## src/hdl/pap_ram.sv

```systemverilog
// generic single write port ram with registered read
`timescale 1ns / 1ps
module pap_ram #(
	parameter int WIDTH = 8,
	parameter int DEPTH = 16
) (
	input  logic                     clk,
	input  logic                     we,
	input  logic [$clog2(DEPTH)-1:0] waddr,
	input  logic [WIDTH-1:0]         wdata,
	input  logic [$clog2(DEPTH)-1:0] raddr,
	output logic [WIDTH-1:0]         rdata_q
);

	logic [WIDTH-1:0] mem [DEPTH];

	always_ff @(posedge clk) begin
		if (we) begin
			mem[waddr] <= wdata;
		end
		rdata_q <= mem[raddr];
	end

endmodule

```

## config.mk

```make
export PLATFORM = sky130hd
export DESIGN_NAME = pap_ram
export DESIGN_NICKNAME = d
export VERILOG_FILES = /design/src/hdl/pap_ram.sv
export SDC_FILE = /design/constraint.sdc
export NUM_CORES = 1
export LEC_CHECK = 0
export ABC_AREA = 1
export BUFFER_PORTS_ARGS = -buffer_cell sky130_fd_sc_hd__buf_2
export CAP_MARGIN = 20
export CORE_MARGIN = 10
export CORE_UTILIZATION = 30
export DETAILED_ROUTE_END_ITERATION = 10
export HOLD_SLACK_MARGIN = 0.03
export SLEW_MARGIN = 30
export SYNTH_ARGS = -nofsm -noshare
export SYNTH_HDL_FRONTEND = slang
export SYNTH_SLANG_ARGS = --single-unit
```

## constraint.sdc

```tcl
create_clock -name clk -period 1.2 [get_ports clk]
set_input_delay 0.12 -clock clk [delete_from_list [all_inputs] [get_ports clk]]
set_output_delay 0.12 -clock clk [all_outputs]
set_load 0.05 [all_outputs]
```

==> results_dict.tcl <==
set metrics [dict create \
    combPwrFrac_pct 7.4 \
    start_kind "flop" \
    drc_errors 0 \
    area_growth_pct 20.5 \
    reg2reg_from "mem[12][1]$_DFFE_PP_" \
    drive_gt1_share_pct 14.1 \
    p_per_area_nw_per_um2 1590 \
    wire_per_inst_um 15.9 \
    finalHoldViolations 0 \
    drt_pass1_iterations 6 \
    relSlewSlack_pct 74.8 \
    arrival_ns 1.02 \
    worstMarginPinSlew_ns 0.379 \
    gr-total-overflow 0 \
    syn_nets 569 \
    post-synth-top-count-cell "nand2_1" \
    critPathSlowestCell "dfxtp_1" \
    status "complete, no violations" \
    cpPeakStageDelay_ns 0.39 \
    synth_enable_flop_cells 128 \
    setup_viol 0 \
    wl_um 13900 \
    leakage_nw 2.99 \
    antenna_found_initial 0 \
    dp_cells 843 \
    rsz0062_at_grt "false" \
    max_freq_mhz 874 \
    cts_resized 4 \
    crit_type "reg2out" \
    min_period_over_period_pct 95.4 \
    ys_ff_latch 136 \
    setup_ws_ns 0.0555 \
    numCtsBuffers 17 \
    root_buffer "clkbuf_16" \
    clkLatencyLatePin_ns 0.41 \
    hold_buffers 0 \
    yosysWarnings 0 \
    top_usage_layer "met2" \
    stdcell_area_um2 6950 \
    coreArea_um2 18800 \
    regToRegEndpoint "rdata_q[1]$_DFF_P_" \
    dpl_cell_area_um2 6370 \
    synth_top_area_share_pct 66.7 \
    synth-seq-area-share_pct 69.4 \
    yosysTopAreaCell "edfxtp_1" \
    synth_common_cells "nand2_1 (173), edfxtp_1 (128), inv_1 (100)" \
    dieArea_um2 25200 \
    slew_viol_final 0 \
    met2_usage_pct 17.7 \
    power.switching_w 0.00250 \
    dr_total_vias 3797 \
    ant_nets 0 \
    grt_pass1_wl_um 21400 \
    power.internal_w 0.00858 \
    tritoncts "built" \
    hold_depth 3 \
    portBuffers 25 \
    peakVddDrop_v 0.000906 \
    whs_endpoint "rdata_q[2]$_DFF_P_" \
    final_cell_count_no_fill 875 \
    crit_family "flip-flops" \
    fin_nets 620 \
    rrSetupSlack_ns 0.21 \
    htree_levels 4 \
    holdCritPathClass "in2reg" \
    dr.first_iter.drc_count 359 \
    die_height_um 159 \
    synth.distinct_cells 12 \
    grt.total_usage_pct 11.5 \
    cts_setup_buffers 0 \
    worstHoldStart "raddr[3]" \
    via_per_inst 4.34 \
    dpl_worst_slack_ns -0.00675 \
    first_global_vias 3604 \
    placementRows 50 \
    globalplace.congestion 0.810 \
    power_w 0.0111 \
    synth_ff_type "edfxtp_1" \
    cp_cell_sequence "buf_4" \
    cts.sinks 136 \
    num_io_pins 26 \
    clock_skew_ns 0.00571 \
    final_core_util_pct 36.9 \
    async_reset_ff_share_pct 0 \
    max_cap_viol_count 0 \
    cp-end-kind "output port" \
    pwr-share-clk_pct 44.2 \
    clock_path_buffers 2 \
    start_util_pct 30.6 \
    fp.dieW_um 159 \
    dp_hpwl_um 8920 \
    switching_share_pct 22.5 \
    seq_power_share_pct 48.4 \
    netlist_instances 551 \
    critPathMaxFanout 1 \
    grt_max_degree 27 \
    n_fill_cell 1832 \
    synth.avg_cell_area_um2 10.5 \
    synth.area.top_cells "edfxtp_1 (67%), nand2_1 (11%), nand3_1 (8.4%)" \
    path_clk_slew_ns 0.06 \
    critPathRequiredTime_ns 1.08 \
    syn-cell-area_um2 5770 \
    path_buf_inv 1 \
    fin_crit_ns 1.14 \
    use_met3_pct 2.43 \
    reg2reg_depth 6 \
    num_antenna_cells 0 \
    grtUsageMet1_pct 15.9 \
]
layout make-up:
cell class                      instances  area, um^2  share of cell area [%]
Timing Repair Buffer                   56         462                    6.65
Sequential cell                       136        4000                    57.6
Clock inverter                         15         135                    1.94
Clock buffer                           17         425                    6.12
Tap cell                              260         325                    4.68
Multi-Input combinational cell        289        1210                    17.5
Inverter                              102         383                    5.51
power by group through the flow:
stage	sequential [W]	clock (W)	combinational, W
floorplan	0.00554	0	0.000375
detailed placement	0.00546	0	0.000814
global route	0.00537	0.00522	0.000905
CTS	0.00536	0.00497	0.000828
finish	0.00536	0.00490	0.000822
global placement	0.00546	0	0.000809
layer usage:
metal  wire (um)  vias up
li1            -     1875
met1        6680     1794
met2        6420      117
met3         666       11
met4         142        0
met5           0        -
worst max path at each step:
stage	startpoint	endpoint	slack [ns]	depth (start not counted)
final	rdata_q[7]$_DFF_P_	rdata_q[7]	0.06	1
after global routing	rdata_q[6]$_DFF_P_	rdata_q[6]	0.01	1
after CTS	rdata_q[4]$_DFF_P_	rdata_q[4]	0.009	1
after detailed placement	raddr[0]	rdata_q[3]$_DFF_P_	-0.007	9
after global placement	raddr[0]	rdata_q[2]$_DFF_P_	0.01	9
after floorplan	waddr[2]	mem[10][0]$_DFFE_PP_	0.13	2
sequential cells by signal, summed over array words and instances (netlist names):
name	cells
mem	128
rdata_q	8
logic make-up (layout without fill, tap and decap cells):
group | after synthesis | count (layout) | synth area share [%]
simple gates | 289 | 289 | 21.0
flops | 136 | 136 | 69.4
buf+inv | 126 | 190 | 9.52
layout by cell type, fill, tap and decap left out, types with 2 or more instances in the layout:
cell / count
buf_12: 7
buf_2: 20
buf_4: 26
bufinv_16: 2
clkbuf_16: 17
clkbuf_4: 2
clkinv_1: 3
clkinv_2: 6
clkinv_4: 2
dfxtp_1: 8
edfxtp_1: 128
inv_1: 100
inv_2: 2
nand2_1: 173
nand3_1: 97
nand3b_1: 2
nor2_1: 17
through the flow:
stage	setup TNS, ns	hold slack [ns]
CTS	0	0.0698
finish	0	0.0853
floorplan	0	0.219
global route	0	0.101
global placement	0	0.508
detailed placement	-0.00675	0.503
Power figures use the tool's default switching activity.
