[src/hdl/pap_pkg.sv]
// shared constants, types and helpers for the polyline area point query block
`timescale 1ns / 1ps
package pap_pkg;

	localparam int MAX_STATIONS = 64;
	localparam int FRAC_BITS    = 16;

	localparam int ADDR_W  = $clog2(MAX_STATIONS);
	localparam int CNT_W   = $clog2(MAX_STATIONS + 1);
	localparam int XW      = 32;
	localparam int WW      = 31;
	localparam int DW      = XW + 1;
	localparam int MW      = XW + 2;
	localparam int PW      = 2 * MW;
	localparam int TW      = FRAC_BITS + 1;
	localparam int RAM_W   = 3 * XW + WW;
	localparam int REM_W   = PW;
	localparam int DEN_W   = PW - 1;
	localparam int NUM_W   = 48;
	localparam int ROOT_W  = 32;
	localparam int SQ_W    = 2 * ROOT_W - 1;
	localparam int STEP_W  = 6;
	localparam int FW      = 18;
	localparam int FLOW_SH = 16;
	localparam int FLOW_ONE = 1 << FLOW_SH;

	localparam logic [1:0] OP_CLEAR = 2'd0;
	localparam logic [1:0] OP_ADD   = 2'd1;
	localparam logic [1:0] OP_QUERY = 2'd2;

	localparam logic [1:0] ST_DONE  = 2'd0;
	localparam logic [1:0] ST_FULL  = 2'd1;
	localparam logic [1:0] ST_ANSW  = 2'd2;

	localparam logic REG_CLOSED_MODE = 1'b0;
	localparam logic REG_FLAT_HEIGHT = 1'b1;

	typedef enum logic {IT_DIV, IT_SQRT} iter_mode_t;

	typedef struct packed {
		logic              start;
		iter_mode_t        mode;
		logic [REM_W-1:0]  rem0;
		logic [NUM_W-1:0]  num;
		logic [DEN_W-1:0]  den;
		logic [STEP_W-1:0] steps;
	} iter_req_t;

	typedef struct packed {
		logic              done;
		logic [NUM_W-1:0]  quo;
		logic [ROOT_W-1:0] root;
	} iter_rsp_t;

	// difference of two signed words, one bit wider
	function automatic logic signed [DW-1:0] dif33(input logic signed [XW-1:0] a,
		input logic signed [XW-1:0] b);
		return $signed({a[XW-1], a}) - $signed({b[XW-1], b});
	endfunction

	function automatic logic signed [MW-1:0] ext34(input logic signed [DW-1:0] a);
		return $signed({a[DW-1], a});
	endfunction

	function automatic logic signed [PW-1:0] ext68(input logic signed [XW-1:0] a);
		return $signed({{(PW-XW){a[XW-1]}}, a});
	endfunction

endpackage

[src/hdl/pap_mul.sv]
// shared signed multiplier with registered product
`timescale 1ns / 1ps
module pap_mul (
	input  logic                            clk,
	input  logic signed [pap_pkg::MW-1:0]   a,
	input  logic signed [pap_pkg::MW-1:0]   b,
	output logic signed [pap_pkg::PW-1:0]   p_q
);

	always_ff @(posedge clk) begin
		p_q <= a * b;
	end

endmodule

[config.mk]
export PLATFORM = sky130hd
export DESIGN_NAME = pap_mul
export DESIGN_NICKNAME = d
export VERILOG_FILES = /design/src/hdl/pap_pkg.sv /design/src/hdl/pap_mul.sv
export SDC_FILE = /design/constraint.sdc
export NUM_CORES = 2
export LEC_CHECK = 0
export ABC_AREA = 0
export BUFFER_PORTS_ARGS = -buffer_cell sky130_fd_sc_hd__buf_2
export CAP_MARGIN = 20
export CORE_AREA = 2 2 271 273
export CTS_CLUSTER_DIAMETER = 200
export DETAILED_ROUTE_END_ITERATION = 6
export DIE_AREA = 0 0 273 275
export PLACE_DENSITY = 0.77
export SLEW_MARGIN = 20
export SYNTH_ARGS = -nofsm -noshare
export SYNTH_HDL_FRONTEND = slang
export SYNTH_SLANG_ARGS = --single-unit
[constraint.sdc]
create_clock -name clk -period 27 [get_ports clk]
set_input_delay 4.05 -clock clk [delete_from_list [all_inputs] [get_ports clk]]
set_output_delay 4.05 -clock clk [all_outputs]
set_load 0.05 [all_outputs]
==> flow_metrics.env <==
export IMPL_worstMarginPinSlew_ps=1080
export IMPL_cp_start_kind="input port"
export IMPL_hold_viol=0
export IMPL_core_area_um2=72300
export IMPL_largest_register_ffs=68
export IMPL_synth_edf_count=0
export IMPL_crit_path_end_kind="flip-flop"
export IMPL_synthCells=4554
export IMPL_cts_resized=0
export IMPL_top_register="p_q"
export IMPL_crit_chain="buf_2, nand2_1, inv_1, fa_1, fa_1, fa_1, fa_1, fa_1, fa_1, fa_1, inv_1, fa_1, inv_1, ha_1, and2_1, and3_1, a221oi_1, o41ai_1, a31oi_4, o31ai_4, a221oi_2, xnor2_1"
export IMPL_die_h_um=275
export IMPL_relSlewSlack=0.270
export IMPL_timing_fmax_mhz=82.8
export IMPL_clk_path_buf_depth=2
export IMPL_drt_iter0_drc=2122
export IMPL_tritoncts="built"
export IMPL_min_period_ps=12080
export IMPL_synthFlopType="dfxtp_1"
export IMPL_async_flop_share=0
export IMPL_post_cts_setup_buffers=0
export IMPL_cts_made_buffers=9
export IMPL_netlist_area_leader_share=0.577
export IMPL_dp_hpwl_um=85400
export IMPL_crit_buf_inv=4
export IMPL_synthTopCellsByCount="1241 x fa_1, 1231 x inv_1, 621 x and2_1"
export IMPL_routedWlPerCell_um=20.5
export IMPL_yosysMostFrequentCell="fa_1"
export IMPL_finalWeightedCongestion=0.939
export IMPL_routed_wl_um=112000
export IMPL_status="complete, no violations"
export IMPL_arrival_ps=12420
export IMPL_rsz0062_at_grt="false"
export IMPL_row_count=99
export IMPL_ios=137
export IMPL_synthesis_area_um2=43000
export IMPL_area_delta_synth_final_pct=3.42
export IMPL_cp_depth=22
export IMPL_largestRegisters="p_q: 68 flops"
export IMPL_ys_top_cells_by_area="fa_1 58%, inv_1 11%, and2_1 9.0%"
export IMPL_grt_max_degree=35
export IMPL_drive_gt1_frac=0.0462
export IMPL_hold_depth=3
export IMPL_synth_top_area_cell="fa_1"
export IMPL_postCtsHoldBufs=0
export IMPL_final_nets=6011
export IMPL_clock_sinks=68
export IMPL_grt_overflow_total=0
export IMPL_cp_top_family="adder cells"
export IMPL_grt_use_total=0.322
export IMPL_synth_cell_type_count=69
export IMPL_clk_pin_slew_ps=80
export IMPL_start_util=0.595
export IMPL_fp_dieW_um=273
export IMPL_io_buffers=136
export IMPL_ctsHtreeMaxLevel=3
export IMPL_path_class="input port to flip-flop"
export IMPL_required_ps=27340
export IMPL_antenna_left=0
export IMPL_syn_avg_cell_area_um2=9.45
export IMPL_yosysSeqAreaShare=0.0316
export IMPL_fin_crit_sh=0.448
export IMPL_fin_setup_tns_ps=0
export IMPL_num_vias=30100
export IMPL_drc=0
export IMPL_grt_antenna_before_repair=9
export IMPL_setup_violations=0
export IMPL_grt_pass1_vias=33473
export IMPL_hold_path_class="input port to flip-flop"
export IMPL_syn_nets=6068
export IMPL_slowest_delay_ps=1270
export IMPL_ys_ff_latch=68
export IMPL_ys_warn_count=0
export IMPL_fp_dieArea_um2=75100
export IMPL_grt_pass1_wl_um=184000
export IMPL_drtPass1Iterations=5
export IMPL_cts_root_buf="clkbuf_16"
export IMPL_cp_slowest_cell="fa_1"
export IMPL_cpMostUsedCell="fa_1"
export IMPL_maxCapViolCount=0
export IMPL_slew_violations=0
export IMPL_cp_max_fo=34
export IMPL_viasPerCell=5.51
==> cell usage in the layout (no fill, tap or decap), drive strengths merged, types with 2 or more instances in the layout <==
master | Yosys | layout
and3 | 8 | 8
ha | 204 | 204
nand4 | 11 | 11
and2 | 623 | 623
buf | 9 | 160
or3 | 2 | 2
xnor2 | 56 | 56
a211oi | 7 | 7
fa | 1241 | 1241
o21a | 4 | 4
nor3 | 5 | 5
o21ai | 41 | 41
a31oi | 10 | 10
a21o | 37 | 37
inv | 1231 | 1235
nand3 | 11 | 11
nand2 | 542 | 542
a21bo | 2 | 2
or2 | 4 | 4
nand2b | 20 | 20
o21bai | 12 | 12
nor2b | 9 | 9
clkbuf | 217 | 9
o31ai | 2 | 2
a2111o | 2 | 2
a21oi | 63 | 63
a311oi | 2 | 2
o211ai | 3 | 3
o41ai | 6 | 6
and4 | 2 | 2
diode | 0 | 2
o221ai | 2 | 2
dfxtp | 68 | 68
a221oi | 4 | 4
a211o | 3 | 3
clkinvlp | 0 | 2
xor2 | 23 | 23
nor2 | 56 | 56
==> tightest hold or removal path: stages <==
cell	delay, ps
buf_2	90
buf_4	240
and2_1	190
==> area by class of cell <==
cell class                 count  area (um2)
clock buffer                   9         225
inverter                    1232        4620
timing repair buffer         160         861
clock inverter                 7        82.6
tap                          959        1200
sequential                    68        1360
fill                        6005       27800
multi-input combinational   3026       36100
antenna                        2        5.00
==> through the flow <==
| step | hold WS, ps | util | instance area (um2) | std cells | setup WS (ps) |
|---|---|---|---|---|---|
| after floorplan | 4180 | - | 43000 | 4554 | 15460 |
| after global placement | 4520 | 0.611 | 44200 | 5445 | 14630 |
| after detailed placement | 4520 | 0.611 | 44200 | 5445 | 14580 |
| after CTS | 4210 | 0.615 | 44500 | 5461 | 14970 |
| after global routing | 4260 | 0.615 | 44500 | 5461 | 14490 |
| final | 4230 | 0.615 | 44500 | 5463 | 14920 |
==> kinds of logic (layout without fill, tap and decap cells) <==
family	after synthesis	count (layout)	synth area share
other	0	2	0
buffers and inverters	1460	1408	0.128
and+or+nand+nor	1296	1296	0.154
AOI/OAI and AO/OA	206	206	0.0335
DFF	68	68	0.0316
xor gates and xnor gates	79	79	0.0161
adders and majority gates	1445	1445	0.637
==> routing by layer <==
metal / up-vias / track usage / wire (um)
met5: - / 0 / 92
met4: 14 / 0.125 / 4920
met3: 350 / 0.0698 / 9880
met2: 1355 / 0.533 / 54500
met1: 15716 / 0.418 / 42300
li1: 12665 / - / -
==> path summary, 6_finish.rpt <==
check | startpoint | endpoint | slack (ps)
max | a[33] | p_q[66] | 14920
min | b[0] | p_q[0] | 4230
Power is left out: the tool's default activity adds up to more than one toggle a clock period on the data nets, which glitch-free logic cannot reach.
