## config.mk

```make
export PLATFORM = sky130hd
export DESIGN_NAME = pap_iter
export DESIGN_NICKNAME = d
export VERILOG_FILES = /design/src/hdl/pap_pkg.sv /design/src/hdl/pap_iter.sv
export SDC_FILE = /design/constraint.sdc
export NUM_CORES = 1
export LEC_CHECK = 0
export BUFFER_PORTS_ARGS = -buffer_cell sky130_fd_sc_hd__buf_2
export CAP_MARGIN = 25
export CORE_AREA = 2 2 198 297
export CTS_CLUSTER_DIAMETER = 80
export DETAILED_ROUTE_END_ITERATION = 12
export DIE_AREA = 0 0 200 299
export GPL_TIMING_DRIVEN = 0
export PLACE_DENSITY = 0.69
export SKIP_CTS_REPAIR_TIMING = 1
export SLEW_MARGIN = 20
export SYNTH_ARGS = -nofsm -noshare
export SYNTH_HDL_FRONTEND = slang
export SYNTH_SLANG_ARGS = --single-unit
```

## constraint.sdc

```tcl
create_clock -name clk -period 16.7 [get_ports clk]
set_clock_uncertainty 0.1 [all_clocks]
set_input_delay 0 -clock clk [delete_from_list [all_inputs] [get_ports clk]]
set_output_delay 0 -clock clk [all_outputs]
set_load 0.03 [all_outputs]
```

## src/hdl/pap_pkg.sv

```systemverilog
// shared constants, types and helpers for the polyline area point query block
`timescale 1ns / 1ps
package pap_pkg;

	localparam int MAX_STATIONS = 64;
	localparam int FRAC_BITS    = 16;

	localparam int ADDR_W  = $clog2(MAX_STATIONS);
	localparam int CNT_W   = $clog2(MAX_STATIONS + 1);
	localparam int XW      = 32;
	localparam int WW      = 31;
	localparam int DW      = XW + 1;
	localparam int MW      = XW + 2;
	localparam int PW      = 2 * MW;
	localparam int TW      = FRAC_BITS + 1;
	localparam int RAM_W   = 3 * XW + WW;
	localparam int REM_W   = PW;
	localparam int DEN_W   = PW - 1;
	localparam int NUM_W   = 48;
	localparam int ROOT_W  = 32;
	localparam int SQ_W    = 2 * ROOT_W - 1;
	localparam int STEP_W  = 6;
	localparam int FW      = 18;
	localparam int FLOW_SH = 16;
	localparam int FLOW_ONE = 1 << FLOW_SH;

	localparam logic [1:0] OP_CLEAR = 2'd0;
	localparam logic [1:0] OP_ADD   = 2'd1;
	localparam logic [1:0] OP_QUERY = 2'd2;

	localparam logic [1:0] ST_DONE  = 2'd0;
	localparam logic [1:0] ST_FULL  = 2'd1;
	localparam logic [1:0] ST_ANSW  = 2'd2;

	localparam logic REG_CLOSED_MODE = 1'b0;
	localparam logic REG_FLAT_HEIGHT = 1'b1;

	typedef enum logic {IT_DIV, IT_SQRT} iter_mode_t;

	typedef struct packed {
		logic              start;
		iter_mode_t        mode;
		logic [REM_W-1:0]  rem0;
		logic [NUM_W-1:0]  num;
		logic [DEN_W-1:0]  den;
		logic [STEP_W-1:0] steps;
	} iter_req_t;

	typedef struct packed {
		logic              done;
		logic [NUM_W-1:0]  quo;
		logic [ROOT_W-1:0] root;
	} iter_rsp_t;

	// difference of two signed words, one bit wider
	function automatic logic signed [DW-1:0] dif33(input logic signed [XW-1:0] a,
		input logic signed [XW-1:0] b);
		return $signed({a[XW-1], a}) - $signed({b[XW-1], b});
	endfunction

	function automatic logic signed [MW-1:0] ext34(input logic signed [DW-1:0] a);
		return $signed({a[DW-1], a});
	endfunction

	function automatic logic signed [PW-1:0] ext68(input logic signed [XW-1:0] a);
		return $signed({{(PW-XW){a[XW-1]}}, a});
	endfunction

endpackage

```

## src/hdl/pap_iter.sv

```systemverilog
// iterative unit: restoring divide one quotient bit per cycle, or square root one bit per cycle
`timescale 1ns / 1ps
module pap_iter (
	input  logic                clk,
	input  logic                arst_n,
	input  pap_pkg::iter_req_t  req,
	output pap_pkg::iter_rsp_t  rsp
);

	logic                        busy_q;
	logic                        done_q;
	pap_pkg::iter_mode_t         mode_q;
	logic [pap_pkg::STEP_W-1:0]  cnt_q;
	logic [pap_pkg::REM_W-1:0]   rem_q;
	logic [pap_pkg::NUM_W-1:0]   num_q;
	logic [pap_pkg::DEN_W-1:0]   den_q;
	logic [pap_pkg::NUM_W-1:0]   quo_q;
	logic [pap_pkg::SQ_W-1:0]    root_q;
	logic [pap_pkg::SQ_W-1:0]    bit_q;

	logic [pap_pkg::REM_W-1:0]   r2;
	logic                        ge;
	logic [pap_pkg::SQ_W:0]      trial;
	logic                        sq_ge;

	always_comb begin
		r2    = {rem_q[pap_pkg::REM_W-2:0], num_q[pap_pkg::NUM_W-1]};
		ge    = r2 >= {1'b0, den_q};
		trial = {1'b0, root_q} + {1'b0, bit_q};
		sq_ge = rem_q[pap_pkg::SQ_W:0] >= trial;
	end

	always_ff @(posedge clk or negedge arst_n) begin
		if (!arst_n) begin
			busy_q <= 1'b0;
			done_q <= 1'b0;
			mode_q <= pap_pkg::IT_DIV;
			cnt_q  <= '0;
			rem_q  <= '0;
			num_q  <= '0;
			den_q  <= '0;
			quo_q  <= '0;
			root_q <= '0;
			bit_q  <= '0;
		end else begin
			done_q <= 1'b0;
			if (req.start) begin
				busy_q <= 1'b1;
				mode_q <= req.mode;
				cnt_q  <= req.steps;
				rem_q  <= req.rem0;
				num_q  <= req.num;
				den_q  <= req.den;
				quo_q  <= '0;
				root_q <= '0;
				bit_q  <= {1'b1, {(pap_pkg::SQ_W-1){1'b0}}};
			end else if (busy_q) begin
				unique case (mode_q)
					pap_pkg::IT_DIV: begin
						rem_q <= ge ? r2 - {1'b0, den_q} : r2;
						quo_q <= {quo_q[pap_pkg::NUM_W-2:0], ge};
						num_q <= {num_q[pap_pkg::NUM_W-2:0], 1'b0};
					end
					pap_pkg::IT_SQRT: begin
						if (sq_ge) begin
							rem_q  <= {{(pap_pkg::REM_W-pap_pkg::SQ_W-1){1'b0}},
								rem_q[pap_pkg::SQ_W:0] - trial};
							root_q <= (root_q >> 1) + bit_q;
						end else begin
							root_q <= root_q >> 1;
						end
						bit_q <= bit_q >> 2;
					end
					default: ;
				endcase
				cnt_q <= cnt_q - pap_pkg::STEP_W'(1);
				if (cnt_q == pap_pkg::STEP_W'(1)) begin
					busy_q <= 1'b0;
					done_q <= 1'b1;
				end
			end
		end
	end

	assign rsp.done = done_q;
	assign rsp.quo  = quo_q;
	assign rsp.root = root_q[pap_pkg::ROOT_W-1:0];

endmodule

```

==> qor.yml, run 1 <==
sta:
  setup_viol: 0
  grt_setup_unrepaired: "false"
  hold_viol_final: 0
  fmax_mhz: 138
  period_minus_slack_ns: 7.26
  setup_tns_ns: 0
  relSlewSlack: 0.256
  slew_viol_final: 0
  post-route-period-util: 0.435
  worst_pin_slew_ns: 1.12
global_route:
  grt_use_met3: 0.0473
  met2_usage: 0.592
  antenna_found_initial: 0
  grt-ovfl-total: 0
  grt_pass1_vias: 27900
  use_met1: 0.402
  grt_pass1_wl_um: 159000
  grt_util_all_layers: 0.351
  grt.busiest_layer: "met2"
  grt_max_degree: 101
clock_network:
  cts_max_path_buffers: 3
  cts_tree: "yes"
  clkTransAtPathRegs_ns: 0.07
  clock_latency_ns: 0.58
  cts_root_buffer: "clkbuf_16"
  cts-buffers-inserted: 37
  clock-sinks: 334
  cts-htree-levels: 2
logic_synthesis:
  synth-seq-cells: 334
  yosysSeqAreaShare: 0.295
  async_flop_share: 1.00
  syn_inst: 3531
  synth_edf_count: 0
  netlist_area_um2: 28300
  synth_area_leaders: "dfrtp_1 (30%), ha_1 (8.8%), nand2_1 (6.1%)"
  yosysTopAreaCellShare: 0.295
  synth_ff_type: "dfrtp_1"
  yosysWarnings: 0
  synth_cell_types: 94
  synth_top_area_cell: "dfrtp_1"
  avgSynthCellArea_um2: 8.02
  syn_nets: 3924
worst_setup_path:
  crit_end: "rem_q[32]"
  slowest_stage: "dfrtp_1"
  reg2reg_to: "rem_q[32]"
  start_kind: "flop"
  r2r_slack_ns: 9.44
  crit_fanout: 10
  startpoint: "root_q[2]"
  critPathArrivalTime_ns: 7.65
  max_stage_delay_ns: 0.47
  end_kind: "flop"
  cp.depth: 24
  crit_type: "reg -> reg"
  r2r-start: "root_q[2]"
  cp.required_ns: 17.09
  worst-path-buf-inv: 3
  crit_chain: "ha_1 -> a31oi_1 -> a211oi_2 -> a21oi_2 -> o21bai_1 -> a31oi_1 -> o21bai_1 -> a21oi_1 -> o21ai_0 -> a31oi_1 -> xor2_1 -> ha_1 -> buf_2 -> nand2_1 -> or3_1 -> nor4_2 -> o211ai_1 -> a21oi_1 -> a211oi_2 -> a21oi_1 -> nand2_1 -> buf_2 -> clkbuf_1 -> o221ai_1"
  reg2reg_depth: 24
  cp_top_family: "compound AO/OA/AOI/OAI gates"
die:
  die_w_um: 200
  ios: 274
  rows: 108
  fp.dieH_um: 299
  initial_core_util: 0.493
  dieArea_um2: 59800
  core-area_um2: 57400
hold_path:
  min_path_type: "in -> reg"
layout:
  antenna_cells: 0
  post_route_cells_drive_above_1_share: 0.121
  layout_commonest_cell: "nand2_1"
  utilization: 0.592
  mostFrequentLayoutCells: "nand2_1 (461), dfrtp_1 (334), o21ai_0 (328)"
  area_delta_synth_final_pct: 20.1
  num-nets-final: 4433
pwr:
  p_leak_nw: 15.2
  p_per_area_nw_per_um2: 156
  max-vdd-ir-drop_mv: 0.0965
routing:
  first_pass_iters: 6
  antenna_left: 0
  post_drt_via_cell_ratio: 6.13
  avgRoutedWirePerCell_um: 22.9
  initialDrtViolationCount: 2395
  wirelength_um: 111000
  drc: 0
  routed-via-count: 29600
placement:
  dpl.hpwl_um: 85500
  routabilityCongestion: 1.03
  port-buffer-count: 272
flow_run:
  drv_cap: 0
status:
  status: "finished, final reports clean"
report_power, final:
group / internal (mW) / leakage (nW) / switching (mW)
registers: 0.928 / 4.28 / 0.206
logic: 1.18 / 10.3 / 2.08
clock network: 0.528 / 0.626 / 0.370
total: 2.63 / 15.2 / 2.66
cell usage after synthesis (all sizes together) (9+ instances only):
cell type  count
a221oi        12
a21oi        289
a32oi          9
nor3b         11
clkbuf       166
or3           22
a21o          78
a211oi        39
a2bb2oi       24
ha           198
dfrtp        334
nand2b        21
xnor2        123
nor4          21
nand4         67
nor2b         25
and4          11
o31ai         24
a31oi         70
a31o          18
o21bai        49
a22o          83
buf           86
o21ai        346
o21a          27
o211ai        58
nand2        461
xor2          97
or4           13
nand3         56
a211o         12
nor3          49
mux2i         58
and2          26
and3          36
nor2         219
inv          135
a21boi        14
worst min-delay path by stage:
stage | slack [ns] | startpoint | to | cells after the start
after floorplan | -0.40 | arst_n | bit_q[0] | 0
after global placement | 0.11 | req[113] | num_q[40] | 3
after detailed placement | -0.07 | arst_n | den_q[66] | 1
after CTS | -0.67 | arst_n | den_q[66] | 1
after global routing | 0.02 | req[190] | rem_q[56] | 5
final | 0.0003 | req[190] | rem_q[56] | 5
metrics by stage:
| step | area (µm²) | setup WS [ns] | total power [mW] | hold slack (ns) | instances |
|---|---|---|---|---|---|
| 3_3_place_gp | 30600 | 8.93 | 4.23 | 0.105 | 4573 |
| 5_1_grt | 34000 | 9.09 | 5.59 | 0.0182 | 4839 |
| 4_1_cts | 32100 | 9.59 | 5.15 | -0.671 | 4647 |
| 6_report | 34000 | 9.44 | 5.29 | 0.000323 | 4839 |
| 3_5_place_dp | 30800 | 9.59 | 4.23 | -0.0678 | 4579 |
| 2_1_floorplan | 28300 | 11.29 | 3.28 | -0.396 | 3531 |
final cells by class:
class / instances / area (µm²)
repair buffers: 470 / 3420
plain buffers: 252 / 1160
flip-flops and latches: 334 / 8360
clock buffers: 47 / 1020
clock inverters: 21 / 280
well taps: 770 / 963
fillers: 5342 / 23400
multi-input cells: 2810 / 18300
inverters: 135 / 507
cells by family (layout without fill, tap and decap cells):
| logic type | count (synthesis) | count (layout) | share of synthesized area |
|---|---|---|---|
| buffers and inverters | 387 | 925 | 0.0588 |
| multiplexers | 62 | 62 | 0.0221 |
| adder cells (fa/ha/maj) | 200 | 200 | 0.0889 |
| AO/OA/AOI/OAI | 1266 | 1266 | 0.293 |
| XOR/XNOR | 220 | 220 | 0.0681 |
| flip-flops | 334 | 334 | 0.295 |
| AND/OR/NAND/NOR | 1062 | 1062 | 0.174 |
flip-flops by register name, summed over array words and instances, names as in the netlist:
name,flops
bit_q,32
busy_q,1
cnt_q,6
den_q,67
done_q,1
mode_q,1
num_q,48
quo_q,48
rem_q,67
root_q,63
worst register-to-register path: stages (launching register included):
cell	delay (ns)
dfrtp_1	0.47
ha_1	0.37
a31oi_1	0.35
a211oi_2	0.19
a21oi_2	0.29
o21bai_1	0.16
a31oi_1	0.27
o21bai_1	0.14
a21oi_1	0.32
o21ai_0	0.19
a31oi_1	0.24
xor2_1	0.12
ha_1	0.29
buf_2	0.19
nand2_1	0.12
or3_1	0.46
nor4_2	0.45
o211ai_1	0.18
a21oi_1	0.41
a211oi_2	0.16
a21oi_1	0.48
nand2_1	0.34
buf_2	0.32
clkbuf_1	0.33
o221ai_1	0.25
layer usage:
layer | wire [µm] | part of all wire
met5 | 0 | 0
met4 | 9320 | 0.084
met3 | 6640 | 0.060
met2 | 52800 | 0.48
met1 | 42200 | 0.38
Power figures use the tool's default switching activity.
==> inputs of run 2 (changes only) <==
--- a/config.mk
+++ b/config.mk
@@ -12,7 +12,7 @@
 export DETAILED_ROUTE_END_ITERATION = 12
 export DIE_AREA = 0 0 200 299
 export GPL_TIMING_DRIVEN = 0
-export PLACE_DENSITY = 0.69
+export PLACE_DENSITY = 0.71
 export SKIP_CTS_REPAIR_TIMING = 1
 export SLEW_MARGIN = 20
 export SYNTH_ARGS = -nofsm -noshare
==> constraint.sdc (replaced) <==
create_clock -name clk -period 6 [get_ports clk]
set_clock_uncertainty 0.1 [all_clocks]
set_input_delay 0 -clock clk [delete_from_list [all_inputs] [get_ports clk]]
set_output_delay 0 -clock clk [all_outputs]
set_load 0.03 [all_outputs]
==> run 2 against run 1 <==
Against the previous run:
- worst setup slack worse by 9.3 ns
- design area is 1.8% higher
- non-clock buffer count is 9 higher
- final cell count is 0.17% higher
- critical path type unchanged
- highest routed layer unchanged
==> qor.yml, run 2 (same netlist as run 1, synthesis figures left out) <==
sta:
  fmax_mhz: 169  # was 138 MHz
  relSlewSlack: 0.192  # was 0.256
  worst_pin_slew_ns: 1.20  # was 1.12 ns
  slew_viol_final: 0  # unchanged
  hold_viol_final: 0  # unchanged
  grt_setup_unrepaired: "true"  # was false
  period_minus_slack_ns: 5.91  # was 7.26 ns
  setup_viol: 0  # unchanged
  post-route-period-util: 0.985  # was 0.435
  setup_ws_ns: 0.0879  # was 9.44 ns
die:
  ios: 274  # unchanged
  core-area_um2: 57400  # unchanged
  rows: 108  # unchanged
  die_w_um: 200  # unchanged
  initial_core_util: 0.493  # unchanged
  fp.dieH_um: 299  # unchanged
  dieArea_um2: 59800  # unchanged
layout:
  num-nets-final: 4442  # was 4433
  instances_no_fill: 4847  # was 4839
  top_regs: "den_q x67, rem_q x67, root_q x63"  # unchanged
  mostFrequentLayoutCells: "nand2_1 (458), dfrtp_1 (329), o21ai_0 (318)"  # was nand2_1 (461), dfrtp_1 (334), o21ai_0 (328)
  post_route_cells_drive_above_1_share: 0.143  # was 0.121
  area_delta_synth_final_pct: 22.2  # was 20.1%
  layout_commonest_cell: "nand2_1"  # unchanged
routing:
  avgRoutedWirePerCell_um: 23.1  # was 22.9 µm
  initialDrtViolationCount: 2559  # was 2395
  post_drt_via_cell_ratio: 6.13  # about the same
  first_pass_iters: 6  # unchanged
  routed-via-count: 29700  # was 29600
  antenna_left: 0  # unchanged
  wirelength_um: 112000  # was 111000 µm
  drc: 0  # unchanged
global_route:
  grt_pass1_wl_um: 160000  # was 159000 µm
  grt.busiest_layer: "met2"  # unchanged
  met2_usage: 0.592  # about the same
  grt_pass1_vias: 28200  # was 27900
  use_met1: 0.402  # about the same
  grt-ovfl-total: 0  # unchanged
  antenna_found_initial: 1  # was 0
  grt_max_degree: 101  # unchanged
  grt_use_met3: 0.0518  # was 0.0473
  grt_util_all_layers: 0.353  # was 0.351
placement:
  pre_cts_ws_ns: -1.15  # was 9.59 ns
  routabilityCongestion: 0.999  # was 1.03
  dpl.hpwl_um: 85600  # was 85500 µm
  dpl.cell_count: 4578  # was 4579
  port-buffer-count: 272  # unchanged
clock_network:
  clkTransAtPathRegs_ns: 0.07  # about the same
  cts_max_path_buffers: 3  # unchanged
  cts-htree-levels: 2  # unchanged
  clock-sinks: 334  # unchanged
  clock_latency_ns: 0.60  # was 0.58 ns
  cts-buffers-inserted: 37  # unchanged
  cts_tree: "yes"  # unchanged
  cts_root_buffer: "clkbuf_16"  # unchanged
hold_path:
  worstHoldStart: "req[190]"  # unchanged
  hold_path_end: "rem_q[56]"  # unchanged
  hold_path_depth: 5  # unchanged
  min_path_type: "in -> reg"  # unchanged
worst_setup_path:
  cpMostUsedCell: "ha_1"
  crit_type: "reg -> reg"  # unchanged
  cp.required_ns: 6.39  # was 17.09 ns
  crit_chain: "ha_1 -> ha_1 -> a21oi_2 -> o21ai_2 -> a21bo_2 -> a31o_2 -> a31oi_2 -> o21ai_1 -> a221oi_2 -> buf_4 -> nor2b_1 -> xnor2_1 -> ha_1 -> buf_4 -> nand4_1 -> nor3b_1 -> nand4_1 -> a211oi_2 -> o21ai_0 -> o211ai_1 -> a31oi_2 -> o22a_1 -> xnor2_1 -> a211o_1"  # was ha_1 -> a31oi_1 -> a211oi_2 -> a21oi_2 -> o21bai_1 -> a31oi_1 -> o21bai_1 -> a21oi_1 -> o21ai_0 -> a31oi_1 -> xor2_1 -> ha_1 -> buf_2 -> nand2_1 -> or3_1 -> nor4_2 -> o211ai_1 -> a21oi_1 -> a211oi_2 -> a21oi_1 -> nand2_1 -> buf_2 -> clkbuf_1 -> o221ai_1
  start_kind: "flop"  # unchanged
  critPathArrivalTime_ns: 6.30  # was 7.65 ns
  end_kind: "flop"  # unchanged
  r2r_slack_ns: 0.09  # was 9.44 ns
  slowest_stage: "dfrtp_1"  # unchanged
  max_stage_delay_ns: 0.41  # was 0.47 ns
  r2r-start: "root_q[0]"  # was root_q[2]
  reg2reg_to: "rem_q[63]"  # was rem_q[32]
  crit_fanout: 6  # was 10
  reg2reg_depth: 24  # unchanged
flow_run:
  drv_cap: 0  # unchanged
pwr:
  p_per_area_nw_per_um2: 431  # was 156 nW/µm²
  max-vdd-ir-drop_mv: 0.236  # was 0.0965 mV
  fin_total_pwr_mw: 14.9  # was 5.29 mW
  p_leak_nw: 15.3  # was 15.2 nW
status:
  status: "finished, final reports clean"  # unchanged
run 2: metrics by stage:
| step | instance area [µm²] | hold WS [ns] | setup TNS [ns] | utilization |
|---|---|---|---|---|
| finish | 34600 | 0.00526 | 0 | 0.603 |
| floorplan | 28300 | -0.396 | 0 | - |
| CTS | 32000 | -0.666 | -100.47 | 0.557 |
| global route | 34600 | 0.0172 | -4.92 | 0.603 |
| global placement | 30600 | 0.105 | -653.92 | 0.533 |
| detailed placement | 30800 | -0.0535 | -100.73 | 0.536 |
run 2: layout make-up:
type / instances / area (µm²)
Multi-Input combinational cell: 2810 / 18800
Timing Repair Buffer: 490 / 3570
Clock buffer: 46 / 990
Clock inverter: 20 / 249
Sequential cell: 334 / 8360
Antenna cell: 1 / 2.50
Inverter: 135 / 507
Fill cell: 5139 / 22800
Buffer: 241 / 1200
Tap cell: 770 / 963
run 2: per-layer routing:
metal / part of all wire / routed length, µm
met3: 0.064 / 7120
met1: 0.37 / 41800
met4: 0.090 / 10000
met2: 0.47 / 53100
met5: 0 / 0
run 2: worst max-delay path by stage:
stage	startpoint	end	slack [ns]	cells past startpoint
after CTS	root_q[2]	rem_q[48]	-1.12	24
after floorplan	root_q[26]	rem_q[48]	0.59	24
after global placement	arst_n	root_q[58]	-1.71	1
final	root_q[0]	rem_q[63]	0.09	24
after detailed placement	root_q[2]	rem_q[48]	-1.15	24
after global routing	root_q[2]	rem_q[48]	-0.15	24
run 2: report_power, final:
part	total (mW)	switching, mW	internal [mW]
logic	9.32	5.88	3.44
clock network	2.41	1.05	1.36
registers	3.17	0.586	2.58
total	14.9	7.51	7.38
run 2: critical path, delay by kind of cell (launching register included):
kind	cells	cell delay (ns)
compound gates	13	3.09
xor+xnor	2	0.31
fa+ha+maj	3	0.90
buf+inv	2	0.30
flops	1	0.41
simple gates	4	0.71
